`config.mk`:
```
export PLATFORM = sky130hd
export DESIGN_NAME = iouta_regs
export DESIGN_NICKNAME = d
export VERILOG_FILES = /design/src/design/iouta_pkg.sv /design/src/design/iouta_regs.sv
export SDC_FILE = /design/constraint.sdc
export NUM_CORES = 1
export LEC_CHECK = 0
export BUFFER_PORTS_ARGS = -buffer_cell sky130_fd_sc_hd__buf_2
export CELL_PAD_IN_SITES_DETAIL_PLACEMENT = 1
export CELL_PAD_IN_SITES_GLOBAL_PLACEMENT = 2
export CORE_ASPECT_RATIO = 2
export CORE_MARGIN = 2
export CORE_UTILIZATION = 13
export CTS_BUF_LIST = sky130_fd_sc_hd__clkbuf_8
export CTS_CLUSTER_DIAMETER = 100
export DETAILED_ROUTE_END_ITERATION = 6
export GPL_ROUTABILITY_DRIVEN = 0
export PLACE_DENSITY_LB_ADDON = 0.3
export SKIP_CTS_REPAIR_TIMING = 1
export SYNTH_ARGS = -nofsm -noshare
export SYNTH_HDL_FRONTEND = slang
export SYNTH_SLANG_ARGS = --single-unit
```
`constraint.sdc`:
```
create_clock -name clock -period 0.8 [get_ports clock]
set_input_delay 0.16 -clock clock [delete_from_list [all_inputs] [get_ports clock]]
set_output_delay 0.16 -clock clock [all_outputs]
set_load 0.005 [all_outputs]
```
`src/design/iouta_pkg.sv`:
```
// ---------------------------------------------------------------------------
// IoU track association package
// Defaults, register map, opcodes and the pipeline control bundle.
// ---------------------------------------------------------------------------
package iouta_pkg;

   localparam int unsigned ID_BITS_DEFAULT    = 8;
   localparam int unsigned COORD_BITS_DEFAULT = 12;
   localparam int unsigned BOX_BITS_DEFAULT   = 4 * COORD_BITS_DEFAULT - 2;
   localparam int unsigned DEPTH_DEFAULT      = 1 << ID_BITS_DEFAULT;

   localparam int unsigned THRESH_BITS   = 8;
   localparam int unsigned CSR_ADDR_BITS = 3;
   localparam int unsigned CSR_DATA_BITS = 32;

   localparam logic [THRESH_BITS-1:0] THRESH_RESET = 8'd128;

   // register index, taken from paddr above the byte offset
   localparam logic [CSR_ADDR_BITS-3:0] REG_MATCH_THRESHOLD = '0;

   localparam logic OP_DETECT    = 1'b0;
   localparam logic OP_FRAME_END = 1'b1;

   typedef struct packed {
      logic clear;   // reset the running best before a walk
      logic sample;  // entry on the input is a valid track
   } iouta_ctl_type;

endpackage

```
`src/design/iouta_regs.sv`:
```
// ---------------------------------------------------------------------------
// IoU track association control registers
// APB-style access to the match threshold.
// ---------------------------------------------------------------------------
module iouta_regs (
   input  logic                                  clock,
   input  logic                                  reset,
   input  logic                                  csr_psel,
   input  logic                                  csr_penable,
   input  logic                                  csr_pwrite,
   input  logic [iouta_pkg::CSR_ADDR_BITS-1:0]   csr_paddr,
   input  logic [iouta_pkg::CSR_DATA_BITS-1:0]   csr_pwdata,
   output logic [iouta_pkg::CSR_DATA_BITS-1:0]   csr_prdata,
   output logic                                  csr_pready,
   output logic [iouta_pkg::THRESH_BITS-1:0]     threshold
);

   logic [iouta_pkg::THRESH_BITS-1:0] thr_ff;
   logic [iouta_pkg::THRESH_BITS-1:0] thr_in;
   logic                              hit;

   assign hit        = csr_paddr[iouta_pkg::CSR_ADDR_BITS-1:2] == iouta_pkg::REG_MATCH_THRESHOLD;
   assign csr_pready = 1'b1;
   assign threshold  = thr_ff;

   always_comb begin
      thr_in = thr_ff;
      if (csr_psel && csr_penable && csr_pwrite && hit) begin
         thr_in = csr_pwdata[iouta_pkg::THRESH_BITS-1:0];
      end
   end

   always_comb begin
      csr_prdata = '0;
      if (hit) begin
         csr_prdata[iouta_pkg::THRESH_BITS-1:0] = thr_ff;
      end
   end

   always_ff @(posedge clock) begin
      if (reset) begin
         thr_ff <= iouta_pkg::THRESH_RESET;
      end else begin
         thr_ff <= thr_in;
      end
   end

endmodule

```
## Yosys cells after proc, flatten, opt, wreduce, memory -nomap -nowiden

Cells that the tools add are included.

| cells by class | value |
|---|---|
| reductions and logical operators | 3 |
| mux-type cells | 1 |
| bitwise gates (word level) | 1 |

Operator list:

| kind | number |
|---|---|
| $mux W8 | 1 |
| $logic_and A1 B1 Y1 | 3 |
| $not A1 Y1 | 1 |

| storage, ports and cells | value |
|---|---|
| output and inout port bits | 41 |
| register bits after elaboration | 8 |
| bits of input ports | 40 |

## Logic depth before layout (Yosys ltp)

Gate-level depths: netlist of run 1.

| logic depth | value |
|---|---|
| word-level depth | 3 |
| depth in mapped cells | 3 |

## Worst setup path after synthesis of run 1

No wires, ideal clock.

| timing | value |
|---|---|
| path type | in2reg |
| start point | in csr_paddr[2] (netlist bit) |
| end point | reg thr_ff (netlist bit threshold[0]) |
| data arrival time | 0.698 ns |
| stages on the path | 3 |
| setup time | 0.072 ns |
| setup slack | 0.031 ns |
| path buffers | 1 |
| data required time | 0.728 ns |
| cells stage by stage | and4b_1 -> buf_6 -> mux2i_1 |

| on the way | value |
|---|---|
| word-level cells in the longest chain between the ends | 2 |

RTL lines:

| element | line | text |
|---|---|---|
| start, declared | iouta_regs.sv:11 | `input logic [iouta_pkg::CSR_ADDR_BITS-1:0] csr_paddr,` |
| $not A1 Y1 | iouta_regs.sv:22 | `assign hit = csr_paddr[iouta_pkg::CSR_ADDR_BITS-1:2] == iouta_pkg::REG_MATCH_THRESHOLD;` |
| $logic_and A1 B1 Y1 | iouta_regs.sv:28 | `if (csr_psel && csr_penable && csr_pwrite && hit) begin` |
| end signal, assigned | iouta_regs.sv:42 | `thr_ff <= iouta_pkg::THRESH_RESET;` |
| end signal, assigned | iouta_regs.sv:44 | `thr_ff <= thr_in;` |
| end, declared | iouta_regs.sv:18 | `logic [iouta_pkg::THRESH_BITS-1:0] thr_ff;` |

No other way between the ends.
A chain may end at the register's enable or synchronous reset.

## Final worst setup path of run 1

| timing | value |
|---|---|
| start point | reg thr_ff (netlist bit threshold[4]) |
| end point | out csr_prdata[4] (netlist bit) |

| on the way | value |
|---|---|
| word-level cells in the longest chain between the ends | 1 |

RTL lines:

| element | line | text |
|---|---|---|
| $mux W8 | iouta_regs.sv:35 | `if (hit) begin` |
| end, declared | iouta_regs.sv:13 | `output logic [iouta_pkg::CSR_DATA_BITS-1:0] csr_prdata,` |

No other way between the ends.

==> reports/results.tsv, run 1 <==
stage	metric	value	unit
logic_synthesis	syn_inst	70	
route	antenna_left	0	
route	drc	0	
power	peakVddDrop	0.543	mV
clock_tree	clock_path_buffers	2	
worst_hold_path	holdPathStages	3	
sta	slew_violations	0	
placed_design	dp_worst_setup_slack	-0.188	ns
global_route	grt_pass1_wl	2.35	mm
clock_tree	cts_buffers	3	
placed_design	hpwlAfterDp	1.39	mm
clock_tree	clkLatencyLatePin	0.23	ns
critical_path	reg2reg_to	threshold[3]	
cells_and_area	n_antenna_cell	0	
logic_synthesis	synth_cell_types	10	
sta	finalCritPeriodShare	126	%
cells_and_area	finalNetCount	146	
run_status	outcome	finished, violations left	
global_route	grt_pass1_vias	500	
cells_and_area	n_fill_cell	580	
worst_hold_path	worstHoldStart	csr_pwdata[2]	
critical_path	worstPathMaxFanout	3	
logic_synthesis	ys_seq_area_share	25.6	%
critical_path	path_cells	and2b_2, buf_2	
cells_and_area	largest_reg_flops	8	
route	dr.pass1.iters	3	
logic_synthesis	avgSynthCellArea	8.94	um2
power	power_density	1220	mW/mm2
route	wire_per_inst	10.4	um
clock_tree	cts_tree	done	
route	drtIter0Drc	9	
sta	rsz0062_at_grt	true	
worst_hold_path	hold_path.class	in -> reg	
worst_hold_path	holdPathEnd	threshold[2]	
sta	finalHoldViolCount	0	
die	die-height	102	um
logic_synthesis	ys_seq_elements	8	
clock_tree	cts-root-buf	clkbuf_8	
run_status	violations	setup timing	
die	fp.dieW	53.1	um
flow_run	maxCapViolations	0	
logic_synthesis	synth_area	626	um2
sta	fin_crit	1.01	ns
sta	finClkSkew	0	ns
critical_path	ff2ff_path_depth	3	
clock_tree	clk_pin_slew_worst_paths	0.04	ns
die	rows	35	
global_route	antenna_found_initial	0	
critical_path	reg2reg_from	threshold[3]	
critical_path	cp_slowest_cell	dfxtp_2	
cells_and_area	drive_gt1_share	51.9	%
die	coreArea	0.00460	mm2
sta	worst_slack	-0.208	ns
global_route	grt_max_degree	17	
critical_path	path_delay_family	flip-flops	
cells_and_area	syn2layout_area_growth	40.6	%
critical_path	cp.buffers_inverters	1	
critical_path	path_class	reg -> out	
critical_path	cp_slowest_stage_delay	0.32	ns
critical_path	worstPathArrival	0.85	ns
logic_synthesis	yosysWarnings	0	
sta	fmax	0.992	GHz
route	vias	489	
route	routed_wl	1.66	mm
critical_path	worst_setup_path_start_kind	flop	
clock_tree	clock-sinks	8	
critical_path	crit_required	0.64	ns
global_route	groute.usage.overall	6.18	%
die	dieArea	0.00542	mm2
power	p_leak	0.443	nW
route	via_per_inst	3.08	
die	io_pins	81	
global_route	grt_overflow	0	
placed_design	port_buffers	29	
critical_path	crit_path_end_kind	output pin	
sta	setup_violations	16	
clock_tree	htreeDepth	1	
power	p_total	1.07	mW
die	initial_core_util	13.6	%
critical_path	rrSetupSlack	0.12	ns
[logic make-up (layout without fill, tap and decap cells)]
family | Yosys count | after routing | share of synthesized area (%)
other cells | 2 | 25 | 1.20
buf+inv | 27 | 38 | 32.4
mux | 8 | 8 | 12.8
simple gates | 25 | 25 | 28.0
flops | 8 | 8 | 25.6
[worst min-delay path, cell delays in order]
cell and delay [ns]:
buf_2 0.09, nand2b_1 0.06, mux2i_1 0.06
[synthesized netlist by cell type, drive strengths merged]
cell type	n	area (um2)
buf	26	199
nand2b	14	87.6
and2b	8	70.1
dfxtp	8	160
mux2i	8	80.1
conb	2	7.51
nor2	2	7.51
and4b	1	10.0
clkbuf	1	3.75
[layout make-up]
cell class	count	area [um2]	share of cell area (%)
repair buffers	35	250	28.4
flip-flops and latches	8	170	19.3
multi-input cells	58	349	39.7
clock buffers	3	41.3	4.69
well taps	55	68.8	7.82
[power breakdown]
group / total, mW / leakage, nW / internal [mW] / switching, mW
clock network: 0.483 / 0.0216 / 0.326 / 0.157
logic: 0.172 / 0.354 / 0.0868 / 0.0847
registers: 0.416 / 0.0677 / 0.411 / 0.00525
[how the worst max path moves through the flow]
stage	start	to	slack [ns]	cells past startpoint
after detailed placement	csr_paddr[2]	threshold[4]	-0.19	4
after floorplan	csr_paddr[2]	threshold[0]	0.03	3
final	threshold[4]	csr_prdata[4]	-0.21	2
after CTS	threshold[4]	csr_prdata[4]	-0.22	2
after global placement	csr_paddr[2]	threshold[2]	-0.15	4
after global routing	threshold[3]	csr_prdata[3]	-0.24	2
[through the flow]
| stage | hold slack (ns) | setup TNS, ns | instances | cell area [um2] | util, % |
|---|---|---|---|---|---|
| 3_5_place_dp | 0.434 | -1.98 | 155 | 773 | 16.8 |
| 4_1_cts | 0.194 | -2.34 | 158 | 815 | 17.7 |
| 2_1_floorplan | 0.315 | 0 | 93 | 712 | - |
| 6_report | 0.187 | -2.05 | 159 | 880 | 19.1 |
| 5_1_grt | 0.197 | -2.58 | 159 | 880 | 19.1 |
| 3_3_place_gp | 0.429 | -1.72 | 155 | 773 | 16.8 |
[per-layer routing]
metal / track usage [%] / vias up / share of wire (%)
met5: 0 / - / 0
met4: 2.96 / 0 / 0.60
met3: 1.90 / 2 / 9.5
met2: 11.8 / 35 / 58
met1: 5.55 / 218 / 32
li1: - / 234 / -
[layout by cell type (no fill, tap or decap)]
cell type	instances
clkbuf_8	3
buf_6	8
buf_2	22
buf_12	1
and4b_1	1
conb_1	25
and2b_2	8
nor2_1	2
buf_4	4
mux2i_1	8
nand2b_1	14
dfxtp_2	8
No activity file was read; power rests on OpenSTA's default activity.
==> run 2, diff against run 1 <==
==> constraint.sdc (replaced) <==
create_clock -name clock -period 0.8 [get_ports clock]
set_input_delay 0.16 -clock clock [delete_from_list [all_inputs] [get_ports clock]]
set_output_delay 0.16 -clock clock [all_outputs]
set_load 0.01 [all_outputs]
==> run 2 against run 1 <==
Compared with the run above: the flow still finishes with violations (setup timing); total power grew 5.7%; combinational power grew 34%; flip-flop and latch count is the same.
==> reports/results.tsv, run 2 (synthesis results as in run 1) <==
stage	metric	value	unit	change
global_route	groute.usage.overall	6.21	%	was 6.18%
global_route	antenna_found_initial	0		unchanged
clock_tree	htreeDepth	1		unchanged
die	coreArea	0.00460	mm2	unchanged
route	drc	0		unchanged
power	p_leak	0.484	nW	was 0.443 nW
cells_and_area	finalNetCount	150		was 146
die	initial_core_util	13.6	%	unchanged
critical_path	path_class	reg -> out		unchanged
sta	slew_violations	0		unchanged
die	fp.dieW	53.1	um	unchanged
clock_tree	clock-sinks	8		unchanged
sta	setup_violations	16		unchanged
critical_path	worstPathArrival	0.85	ns	about the same
sta	finalHoldViolCount	0		unchanged
global_route	grt_pass1_wl	2.33	mm	was 2.35 mm
power	p_total	1.13	mW	was 1.07 mW
critical_path	cp_slowest_stage_delay	0.32	ns	about the same
route	drtIter0Drc	7		was 9
cells_and_area	syn2layout_area_growth	57.2	%	was 40.6%
sta	rsz0062_at_grt	true		unchanged
die	die-height	102	um	unchanged
global_route	grt_overflow	0		unchanged
clock_tree	clk_pin_slew_worst_paths	0.04	ns	about the same
global_route	grt_max_degree	17		unchanged
cells_and_area	regArea	170	um2	unchanged
critical_path	crit_required	0.64	ns	about the same
run_status	violations	setup timing		unchanged
critical_path	worst_setup_path_start_kind	flop		unchanged
critical_path	worstPathMaxFanout	3		unchanged
route	vias	516		was 489
clock_tree	cts-root-buf	clkbuf_8		unchanged
power	power_density	1150	mW/mm2	was 1220 mW/mm2
run_status	outcome	finished, violations left		unchanged
clock_tree	clkLatencyLatePin	0.22	ns	was 0.23 ns
cells_and_area	multi_input_area	360	um2	was 349 um2
sta	finClkSkew	0	ns	unchanged
worst_hold_path	hold_path.class	in -> reg		unchanged
route	via_per_inst	3.17		was 3.08
route	wire_per_inst	10.7	um	was 10.4 um
cells_and_area	drive_gt1_share	55.6	%	was 51.9%
power	peakVddDrop	0.600	mV	was 0.543 mV
cells_and_area	final_common_cell	conb_1		unchanged
route	dr.pass1.iters	4		was 3
critical_path	path_delay_family	flip-flops		unchanged
route	routed_wl	1.75	mm	was 1.66 mm
die	io_pins	81		unchanged
cells_and_area	n_fill_cell	556		was 580
clock_tree	clock_path_buffers	2		unchanged
flow_run	maxCapViolations	0		unchanged
placed_design	hpwlAfterDp	1.38	mm	was 1.39 mm
sta	fin_crit	1.01	ns	about the same
critical_path	path_cells	and2b_2, buf_6		was and2b_2, buf_2
cells_and_area	fin_util	21.4	%	was 19.1%
die	rows	35		unchanged
critical_path	crit_path_end_kind	output pin		unchanged
cells_and_area	n_antenna_cell	0		unchanged
global_route	grt_pass1_vias	488		was 500
cells_and_area	layout_common_cells	conb_1, buf_6, buf_2		was conb_1, buf_2, nand2b_1
critical_path	cp_slowest_cell	dfxtp_2		unchanged
cells_and_area	largest_reg_flops	8		unchanged
clock_tree	cts_buffers	3		unchanged
placed_design	port_buffers	29		unchanged
die	dieArea	0.00542	mm2	unchanged
sta	finalCritPeriodShare	127	%	was 126%
route	antenna_left	0		unchanged
sta	fmax	0.988	GHz	was 0.992 GHz
critical_path	cp.buffers_inverters	1		unchanged
sta	worst_slack	-0.213	ns	was -0.208 ns
clock_tree	cts_tree	done		unchanged
==> run 2: area by class of cell <==
type	instances	share of cell area, %
multi-input cells	58	36.6
repair buffers	39	34.9
flip-flops and latches	8	17.3
well taps	55	7.00
clock buffers	3	4.20
==> run 2: path summary, 6_finish.rpt <==
kind	slack [ns]	cells past startpoint	endpoint	start
max	-0.21	2	csr_prdata[7]	threshold[7]
min	0.19	3	threshold[4]	csr_pwdata[4]
max reg2reg	0.03	4	threshold[0]	threshold[0]
min reg2reg	0.48	2	threshold[1]	threshold[1]
==> run 2: layer usage <==
metal	GRT usage (%)	up-vias	share of wire (%)	wire length, um
met5	0	-	0	0
met4	2.37	0	0	0
met3	1.75	0	11	187
met2	11.8	37	59	1030
met1	5.99	237	30	524
li1	-	242	-	-
==> run 2: where the power goes <==
part	total, mW	leakage [nW]	internal, mW	switching, mW
clock network	0.484	0.0216	0.326	0.158
registers	0.417	0.0677	0.411	0.00564
logic	0.231	0.394	0.109	0.122
==> run 2: per-stage QoR <==
stage	setup TNS [ns]	hold WS, ns	worst slack, ns	cell area [um2]	instances
finish	-2.35	0.195	-0.213	983	163
global route	-2.91	0.197	-0.246	983	163
CTS	-2.71	0.197	-0.230	830	160
detailed placement	-2.23	0.440	-0.200	788	157
global placement	-1.85	0.425	-0.146	788	157
floorplan	0	0.315	0.0308	712	93
==> run 2: worst register-to-register path, stage by stage (launching register included) <==
cell      delay [ns]
dfxtp_2         0.32
buf_6           0.11
buf_4           0.12
nand2b_1        0.05
mux2i_1         0.06
