**config.mk**
```make
export PLATFORM = sky130hd
export DESIGN_NAME = iouta_iou_unit
export DESIGN_NICKNAME = d
export VERILOG_FILES = /design/src/design/iouta_pkg.sv /design/src/design/iouta_iou_unit.sv
export SDC_FILE = /design/constraint.sdc
export NUM_CORES = 2
export LEC_CHECK = 0
export BUFFER_PORTS_ARGS = -buffer_cell sky130_fd_sc_hd__buf_2
export CORE_UTILIZATION = 26
export DETAILED_ROUTE_END_ITERATION = 12
export SLEW_MARGIN = 20
export SYNTH_ARGS = -nofsm -noshare
export SYNTH_HDL_FRONTEND = slang
export SYNTH_SLANG_ARGS = --single-unit
```
**constraint.sdc**
```tcl
create_clock -name clock -period 12.05 [get_ports clock]
set_input_delay 1.205 -clock clock [delete_from_list [all_inputs] [get_ports clock]]
set_output_delay 1.205 -clock clock [all_outputs]
set_load 0.05 [all_outputs]
```
**src/design/iouta_pkg.sv**
```systemverilog
// ---------------------------------------------------------------------------
// IoU track association package
// Defaults, register map, opcodes and the pipeline control bundle.
// ---------------------------------------------------------------------------
package iouta_pkg;

   localparam int unsigned ID_BITS_DEFAULT    = 8;
   localparam int unsigned COORD_BITS_DEFAULT = 12;
   localparam int unsigned BOX_BITS_DEFAULT   = 4 * COORD_BITS_DEFAULT - 2;
   localparam int unsigned DEPTH_DEFAULT      = 1 << ID_BITS_DEFAULT;

   localparam int unsigned THRESH_BITS   = 8;
   localparam int unsigned CSR_ADDR_BITS = 3;
   localparam int unsigned CSR_DATA_BITS = 32;

   localparam logic [THRESH_BITS-1:0] THRESH_RESET = 8'd128;

   // register index, taken from paddr above the byte offset
   localparam logic [CSR_ADDR_BITS-3:0] REG_MATCH_THRESHOLD = '0;

   localparam logic OP_DETECT    = 1'b0;
   localparam logic OP_FRAME_END = 1'b1;

   typedef struct packed {
      logic clear;   // reset the running best before a walk
      logic sample;  // entry on the input is a valid track
   } iouta_ctl_type;

endpackage

```
**src/design/iouta_iou_unit.sv**
```systemverilog
// ---------------------------------------------------------------------------
// IoU compare unit
// Pipelined intersection/union of one track against the detection per cycle,
// with an exact cross-multiplied running best.
// ---------------------------------------------------------------------------
module iouta_iou_unit #(
   parameter int unsigned ID_BITS    = iouta_pkg::ID_BITS_DEFAULT,
   parameter int unsigned COORD_BITS = iouta_pkg::COORD_BITS_DEFAULT
) (
   input  logic                      clock,
   input  logic                      reset,
   input  iouta_pkg::iouta_ctl_type  ctl,
   input  logic [ID_BITS-1:0]        trk_id,
   input  logic [4*COORD_BITS-3:0]   trk_box,
   input  logic [4*COORD_BITS-3:0]   det_box,
   output logic                      busy,
   output logic                      found,
   output logic [ID_BITS-1:0]        best_id,
   output logic [2*COORD_BITS-3:0]   best_inter,
   output logic [2*COORD_BITS-2:0]   best_union
);

   localparam int unsigned C         = COORD_BITS;
   localparam int unsigned SIZE_BITS = COORD_BITS - 1;
   localparam int unsigned AREA_BITS = 2 * COORD_BITS - 2;
   localparam int unsigned UNI_BITS  = 2 * COORD_BITS - 1;
   localparam int unsigned PROD_BITS = 4 * COORD_BITS - 3;

   function automatic logic [SIZE_BITS-1:0] overlap(
      input logic signed [C-1:0] a0,
      input logic [SIZE_BITS-1:0] al,
      input logic signed [C-1:0] b0,
      input logic [SIZE_BITS-1:0] bl
   );
      logic signed [C:0]   a_end;
      logic signed [C:0]   b_end;
      logic signed [C:0]   lo;
      logic signed [C:0]   hi;
      logic signed [C+1:0] span;
      a_end = $signed({a0[C-1], a0}) + $signed({2'b00, al});
      b_end = $signed({b0[C-1], b0}) + $signed({2'b00, bl});
      hi    = (a_end < b_end) ? a_end : b_end;
      lo    = (a0 > b0) ? $signed({a0[C-1], a0}) : $signed({b0[C-1], b0});
      span  = $signed({hi[C], hi}) - $signed({lo[C], lo});
      // overlap never exceeds either size, so the low bits hold it
      overlap = (span > 0) ? span[SIZE_BITS-1:0] : '0;
   endfunction

   logic signed [C-1:0]   tl, tt, dl, dt;
   logic [SIZE_BITS-1:0]  tw, th, dw, dh;

   assign tl = trk_box[4*C-3 -: C];
   assign tt = trk_box[3*C-3 -: C];
   assign tw = trk_box[2*C-3 -: SIZE_BITS];
   assign th = trk_box[SIZE_BITS-1:0];
   assign dl = det_box[4*C-3 -: C];
   assign dt = det_box[3*C-3 -: C];
   assign dw = det_box[2*C-3 -: SIZE_BITS];
   assign dh = det_box[SIZE_BITS-1:0];

   // stage 1: overlap lengths, track area and detection area
   logic                 v1_ff;
   logic [ID_BITS-1:0]   id1_ff;
   logic [SIZE_BITS-1:0] iw1_ff, ih1_ff;
   logic [AREA_BITS-1:0] area1_ff;
   logic [AREA_BITS-1:0] det_area_ff;
   // stage 2: intersection area
   logic                 v2_ff;
   logic [ID_BITS-1:0]   id2_ff;
   logic [AREA_BITS-1:0] ia2_ff, area2_ff;
   // stage 3: union
   logic                 v3_ff;
   logic [ID_BITS-1:0]   id3_ff;
   logic [AREA_BITS-1:0] inter3_ff;
   logic [UNI_BITS-1:0]  uni3_ff;
   // running best
   logic                 found_ff, found_in;
   logic [ID_BITS-1:0]   best_id_ff, best_id_in;
   logic [AREA_BITS-1:0] best_i_ff, best_i_in;
   logic [UNI_BITS-1:0]  best_u_ff, best_u_in;
   logic [PROD_BITS-1:0] lhs, rhs;

   assign lhs = PROD_BITS'(inter3_ff) * PROD_BITS'(best_u_ff);
   assign rhs = PROD_BITS'(best_i_ff) * PROD_BITS'(uni3_ff);

   always_comb begin
      found_in   = found_ff;
      best_id_in = best_id_ff;
      best_i_in  = best_i_ff;
      best_u_in  = best_u_ff;
      priority if (ctl.clear) begin
         found_in  = 1'b0;
         best_i_in = '0;
         best_u_in = UNI_BITS'(1);
      end else if (v3_ff && (lhs > rhs)) begin
         found_in   = 1'b1;
         best_id_in = id3_ff;
         best_i_in  = inter3_ff;
         best_u_in  = uni3_ff;
      end
   end

   always_ff @(posedge clock) begin
      if (reset) begin
         v1_ff    <= 1'b0;
         v2_ff    <= 1'b0;
         v3_ff    <= 1'b0;
         found_ff <= 1'b0;
      end else begin
         v1_ff    <= ctl.sample;
         v2_ff    <= v1_ff;
         // zero intersection never wins, empty union implies it
         v3_ff    <= v2_ff && (ia2_ff != '0);
         found_ff <= found_in;
      end
   end

   always_ff @(posedge clock) begin
      id1_ff      <= trk_id;
      iw1_ff      <= overlap(tl, tw, dl, dw);
      ih1_ff      <= overlap(tt, th, dt, dh);
      area1_ff    <= AREA_BITS'(tw) * AREA_BITS'(th);
      det_area_ff <= AREA_BITS'(dw) * AREA_BITS'(dh);
      id2_ff      <= id1_ff;
      ia2_ff      <= AREA_BITS'(iw1_ff) * AREA_BITS'(ih1_ff);
      area2_ff    <= area1_ff;
      id3_ff      <= id2_ff;
      inter3_ff   <= ia2_ff;
      uni3_ff     <= {1'b0, area2_ff} + {1'b0, det_area_ff} - {1'b0, ia2_ff};
      best_id_ff  <= best_id_in;
      best_i_ff   <= best_i_in;
      best_u_ff   <= best_u_in;
   end

   assign busy       = v1_ff || v2_ff || v3_ff;
   assign found      = found_ff;
   assign best_id    = best_id_ff;
   assign best_inter = best_i_ff;
   assign best_union = best_u_ff;

endmodule

```
Yosys cells after proc, flatten, opt, wreduce, memory -nomap -nowiden
Cells that the tools add are included.
{ "totals": {"regBits": 236, "latch_bits": 0, "ramBits": 0, "mem_bits_ro": 0, "input_bits": 104, "output_inout_bits": 55, "word_cells": 50, "memories": 0} }
{ "classes": {"addsub": 8, "mul": 5, "div": 0, "order_cmp": 7, "eq_ne": 0, "shifts": 0, "muxes": 4, "bitwise": 1, "reduce_logical": 7} }
{ "op_table": {"columns": ["operator", "count"], "rows": [
  ["22-bit by 23-bit multiplier with 45-bit output", 2],
  ["11-bit by 11-bit multiplier with 22-bit output", 3],
  ["12-bit by 12-bit adder with 13-bit output", 4],
  ["13-bit 2-to-1 mux", 4],
  ["45-bit greater-than comparator", 1],
  ["14-bit by 1-bit greater-than comparator with 1-bit output (second input constant)", 2],
  ["13-bit by 13-bit subtractor with 14-bit output", 2],
  ["13-bit less-than comparator", 2],
  ["12-bit greater-than comparator", 2],
  ["22-bit by 22-bit adder with 23-bit output", 1],
  ["23-bit by 22-bit subtractor with 23-bit output", 1],
  ["22-bit nonzero test", 1],
  ["1-bit logical AND", 2],
  ["1-bit logical OR", 2],
  ["2-bit AND reduction", 1],
  ["2-bit OR reduction", 1],
  ["1-bit NOT", 1]
]} }

Longest topological paths before layout
{ "logic_depth": {"depth_word": 5, "mapped_depth": 36, "depth_no_buf": 33} }

Worst setup path after synthesis
OpenSTA, ideal clock, no wires.
{ "synth_timing": {"path_kind": "register to register", "start": "register best_u_ff[18], in the netlist best_union[18]", "end": "register best_id_ff[0], in the netlist best_id[0] (enable)", "setup_ps": 370, "t_arrival_ps": 8317, "t_required_ps": 11680, "path_slack_ps": 3363, "stages_incl_launch_ff": 35, "n_path_buf": 3, "synth_period_minus_slack_ps": 8687, "path_cell_list": "dfxtp_1 clkbuf_1 nand2_1 fa_1 inv_1 fa_1 inv_1 fa_1 inv_1 fa_1 fa_1 fa_1 inv_1 fa_1 inv_1 ha_1 clkbuf_1 a21oi_1 a21oi_1 a211oi_2 o21bai_1 or4_1 o21ai_2 o21ai_1 xor2_1 ha_1 a21o_1 a21o_1 a21oi_1 o21ai_0 a21oi_1 a21oi_1 nand2_4 buf_6 nor2_1"} }
{ "synth_via": {"elab_chain_len": 4} }
{ "synth_rtl": {"columns": ["item", "line_no", "text"], "rows": [
  ["from (decl)", "iouta_iou_unit.sv:80", "logic [UNI_BITS-1:0] best_u_ff, best_u_in;"],
  ["from (signal assigned)", "iouta_iou_unit.sv:132", "best_u_ff <= best_u_in;"],
  ["22-bit by 23-bit multiplier with 45-bit output", "iouta_iou_unit.sv:83", "assign lhs = PROD_BITS'(inter3_ff) * PROD_BITS'(best_u_ff);"],
  ["45-bit greater-than comparator", "iouta_iou_unit.sv:95", "end else if (v3_ff && (lhs > rhs)) begin"],
  ["1-bit logical AND", "iouta_iou_unit.sv:95", null],
  ["2-bit AND reduction (no source line)", null, null],
  ["to (signal assigned)", "iouta_iou_unit.sv:130", "best_id_ff <= best_id_in;"],
  ["to (decl)", "iouta_iou_unit.sv:78", "logic [ID_BITS-1:0] best_id_ff, best_id_in;"]
]} }
No other way between the ends.
A chain may end at the register's enable or synchronous reset.

Worst setup path after layout
{ "layout_timing": {"start": "register inter3_ff[1]", "end": "register best_id_ff[0], in the netlist best_id[0] (enable)"} }
{ "layout_via": {"elab_chain_len": 4} }
{ "layout_rtl": {"columns": ["item", "line_no", "text"], "rows": [
  ["from (decl)", "iouta_iou_unit.sv:74", "logic [AREA_BITS-1:0] inter3_ff;"],
  ["from (signal assigned)", "iouta_iou_unit.sv:128", "inter3_ff <= ia2_ff;"],
  ["22-bit by 23-bit multiplier with 45-bit output", "iouta_iou_unit.sv:83", null],
  ["45-bit greater-than comparator", "iouta_iou_unit.sv:95", null],
  ["1-bit logical AND", "iouta_iou_unit.sv:95", null],
  ["2-bit AND reduction (no source line)", null, null]
]} }
No other way between the ends.

==> impl_metrics.json <==
{
  "synthesized_net_count": 8316,
  "timing.critical_path.mode_cell": "sky130_fd_sc_hd__fa_1",
  "most_common_cell_after_layout_fill_and_taps_aside": "sky130_fd_sc_hd__inv_1",
  "grt_remaining_overflow": 0,
  "clkSlewWorstSetupHoldPaths_ps": 60,
  "crit_path_end_kind": "flip-flop",
  "via_count": 42900,
  "grt_util_all_layers": 0.140,
  "arrival_ps": 10500,
  "firstDrtPassIters": 5,
  "yosys.area_share.adder": 0.533,
  "vias_in_the_first_global_route": 46200,
  "power_leakage_uw": 0.0322,
  "total_power_uw": 13800,
  "cts_inserted_buffers": 30,
  "p_comb_frac": 0.800,
  "power_frac_clock": 0.069,
  "grt_antenna_before_repair": 9,
  "drtIter0Drc": 2464,
  "clock_insertion_delay_worst_skew_ps": 650,
  "sw_frac_of_total": 0.554,
  "cp_slowest_stage_delay_ps": 1040,
  "largest_family_of_logic_cells_by_synthesized_area": "adder cells",
  "grt_pass1_wl_um": 252000,
  "share_of_synthesized_area_occupied_by_flip_flops_and_latches": 0.0835,
  "cts_hold_buffers": 0,
  "critical_setup_path_class": "reg2reg",
  "maxCapViolCount": 0,
  "timing.clock.skew_ps": 78.7,
  "report.final.hold_viol_count": 0,
  "ir_worst_vdd_uv": 467,
  "ys_warn_count": 0,
  "top_reg_cell_synth": "sky130_fd_sc_hd__dfxtp_1",
  "final_min_period_over_clock_period": 0.844,
  "fin_tns_setup_ps": 0,
  "fraction_of_layout_instances_using_a_drive_strength_above_1": 0.0526,
  "place_worst_setup_slack_ps": 2020,
  "slew_violations": 0,
  "register_area_sq_um": 4820,
  "slowest_stage": "sky130_fd_sc_hd__dfxtp_1",
  "power_per_cell_area_nw_per_um2": 220,
  "place_congestion": 0.905,
  "status": "finished, final reports clean",
  "die_ar_sq_um": 223000,
  "syn_area_sq_um": 57500,
  "hold_depth": 0,
  "setup_viol": 0,
  "timing.final.crit_period_ps": 10180,
  "cts-resized-gates": 0,
  "synthesis.area_per_instance_sq_um": 8.96,
  "power.share.sequential": 0.130,
  "power_report.internal_total_uw": 6150,
  "clk_path_buf_depth": 3,
  "wire_per_inst_um": 16.5,
  "yosys.area_share.xor_xnor": 0.0292,
  "routed_wl_um": 155000,
  "synthMuxAreaShare": 0.0172,
  "holdWs_ps": 326,
  "worstMarginPinSlew_ps": 1140,
  "synth-async-reset-ratio": 0,
  "die_y_um": 472,
  "place.port_buffers": 158,
  "area.growth.synth_to_final_pct": 8.76,
  "final.setup.worst_slack_ps": 1870,
  "fill_cells": 23300,
  "design.portCount": 159,
  "viasPerCell": 4.57,
  "relSlewSlack": 0.237,
  "netSwitchingPower_uw": 7630,
  "synthDistinctLibCells": 88,
  "place_hpwl_um": 126000,
  "row_count": 172,
  "reg2regPathDepth": 30,
  "cts_setup_buffers": 0,
  "num-nets-final": 8298,
  "fmaxAchievable_mhz": 98.3,
  "grt_max_degree": 48,
  "critical_path.max_fanout": 46,
  "cts.root.buffer_cell": "sky130_fd_sc_hd__clkbuf_16",
  "min_path_type": "reg2reg",
  "grt_setup_unrepaired": "false",
  "starting_utilization_of_the_core_area": 0.262,
  "ys_ff_latch": 236,
  "cts.sink_count": 236,
  "remaining_drc_errors": 0,
  "timing.critical_path.from_type": "flip-flop",
  "core_area_sq_um": 220000,
  "synth_simple_gate_area_share": 0.160,
  "htreeDepth": 1,
  "multiInputGateArea_sq_um": 46600,
  "compound_gate_fraction_of_synth_area": 0.0710,
  "critPathRequiredTime_ps": 12380,
  "netlist_instances": 6424,
  "ant_nets": 0,
  "clock_tree_from_tritoncts": "built",
  "die-width_um": 472,
  "post_synth_edffs": 8,
  "mostFrequentLayoutCells": "1335 x sky130_fd_sc_hd__inv_1, 1102 x sky130_fd_sc_hd__fa_1, 832 x sky130_fd_sc_hd__nand2_1"
}
==> Yosys cell counts (5+ instances only) <==
| cell | n | area [sq um] |
|---|---|---|
| sky130_fd_sc_hd__and3_1 | 14 | 87.6 |
| sky130_fd_sc_hd__o21ai_0 | 72 | 360 |
| sky130_fd_sc_hd__inv_1 | 1335 | 5010 |
| sky130_fd_sc_hd__a21boi_0 | 8 | 60.1 |
| sky130_fd_sc_hd__xnor2_1 | 132 | 1160 |
| sky130_fd_sc_hd__a21o_1 | 123 | 923 |
| sky130_fd_sc_hd__buf_2 | 7 | 35.0 |
| sky130_fd_sc_hd__clkbuf_1 | 271 | 1020 |
| sky130_fd_sc_hd__nand2b_1 | 29 | 181 |
| sky130_fd_sc_hd__nor3b_1 | 8 | 60.1 |
| sky130_fd_sc_hd__nor2_1 | 159 | 597 |
| sky130_fd_sc_hd__mux2_2 | 7 | 78.8 |
| sky130_fd_sc_hd__ha_1 | 686 | 8580 |
| sky130_fd_sc_hd__o41ai_1 | 7 | 61.3 |
| sky130_fd_sc_hd__o21bai_1 | 33 | 248 |
| sky130_fd_sc_hd__a311oi_1 | 8 | 70.1 |
| sky130_fd_sc_hd__fa_1 | 1102 | 22100 |
| sky130_fd_sc_hd__a211oi_1 | 20 | 150 |
| sky130_fd_sc_hd__or2_2 | 5 | 31.3 |
| sky130_fd_sc_hd__nor3_1 | 51 | 255 |
| sky130_fd_sc_hd__dfxtp_1 | 228 | 4560 |
| sky130_fd_sc_hd__or4_1 | 8 | 60.1 |
| sky130_fd_sc_hd__mux2i_1 | 91 | 911 |
| sky130_fd_sc_hd__nor2b_1 | 23 | 144 |
| sky130_fd_sc_hd__and2_1 | 624 | 3900 |
| sky130_fd_sc_hd__nand4_1 | 36 | 225 |
| sky130_fd_sc_hd__o21ai_1 | 17 | 85.1 |
| sky130_fd_sc_hd__nand2_1 | 832 | 3120 |
| sky130_fd_sc_hd__o31ai_1 | 8 | 60.1 |
| sky130_fd_sc_hd__o211ai_1 | 12 | 90.1 |
| sky130_fd_sc_hd__a31oi_1 | 12 | 75.1 |
| sky130_fd_sc_hd__edfxtp_1 | 8 | 240 |
| sky130_fd_sc_hd__nor4_1 | 12 | 75.1 |
| sky130_fd_sc_hd__o21a_1 | 30 | 225 |
| sky130_fd_sc_hd__or3_1 | 13 | 81.3 |
| sky130_fd_sc_hd__nand3_1 | 50 | 250 |
| sky130_fd_sc_hd__a21oi_1 | 186 | 931 |
| sky130_fd_sc_hd__xor2_1 | 60 | 526 |
==> layer usage <==
layer	wire length (um)	GRT usage	up-vias
li1	-	-	19600
met1	67800	0.187	22000
met2	74600	0.241	1175
met3	8330	0.0139	187
met4	3790	0.0349	0
met5	0	0	-
==> worst max-delay path: cells and delay by family, from the launching register on <==
kind                       cells  cell delay [ps]
buffers and inverters          4              370
AOI/OAI and AO/OA              9             2280
xor gates and xnor gates       1              170
DFF                            1             1040
adders and majority gates      9             4220
and+or+nand+nor                7             1680
==> cell families (layout without fill, tap and decap cells) <==
group,Yosys count,count (layout)
muxes,98,98
AOI/OAI and AO/OA,611,611
buffers and inverters,1619,1625
other,0,2
DFF,236,236
adders and majority gates,1788,1788
xor gates and xnor gates,192,192
and+or+nand+nor,1880,1880
==> power groups by stage <==
stage / Sequential (uW) / Clock [uW] / Combinational (uW)
floorplan: 1390 / 0 / 8160
global placement: 1790 / 0 / 10800
detailed placement: 1810 / 0 / 11000
CTS: 1790 / 984 / 11100
global route: 1840 / 1010 / 12500
finish: 1800 / 954 / 11000
==> sequential cells by signal, indices dropped and copies added (netlist names), 8 cells and up <==
| register | flops |
|---|---|
| area1_ff | 22 |
| id3_ff | 8 |
| id2_ff | 8 |
| best_inter | 22 |
| id1_ff | 8 |
| det_area_ff | 22 |
| best_id | 8 |
| iw1_ff | 11 |
| inter3_ff | 22 |
| uni3_ff | 23 |
| best_union | 23 |
| ih1_ff | 11 |
| area2_ff | 22 |
| ia2_ff | 22 |
==> through the flow <==
stage	std cells	area (sq um)	util
global placement	9332	61500	0.280
global route	9389	62600	0.285
finish	9390	62600	0.285
floorplan	6424	57500	-
CTS	9388	62600	0.285
detailed placement	9332	61500	0.280
==> area by class of cell <==
type	instances	area share
Multi-Input combinational cell	4569	0.745
Clock buffer	33	0.0125
Clock inverter	23	0.00444
Tap cell	2958	0.0591
Sequential cell	236	0.0770
Timing Repair Buffer	234	0.0218
Inverter	1335	0.0801
Antenna cell	2	0.0000800
==> worst paths after layout <==
path / start / to / slack [ps]
max: inter3_ff[1] / best_id[0] / 1870
min: area1_ff[11] / area2_ff[11] / 330
max reg2reg: inter3_ff[1] / best_id[0] / 1870
min reg2reg: area1_ff[11] / area2_ff[11] / 330
Note: power is estimated with default switching activity, not from simulation.
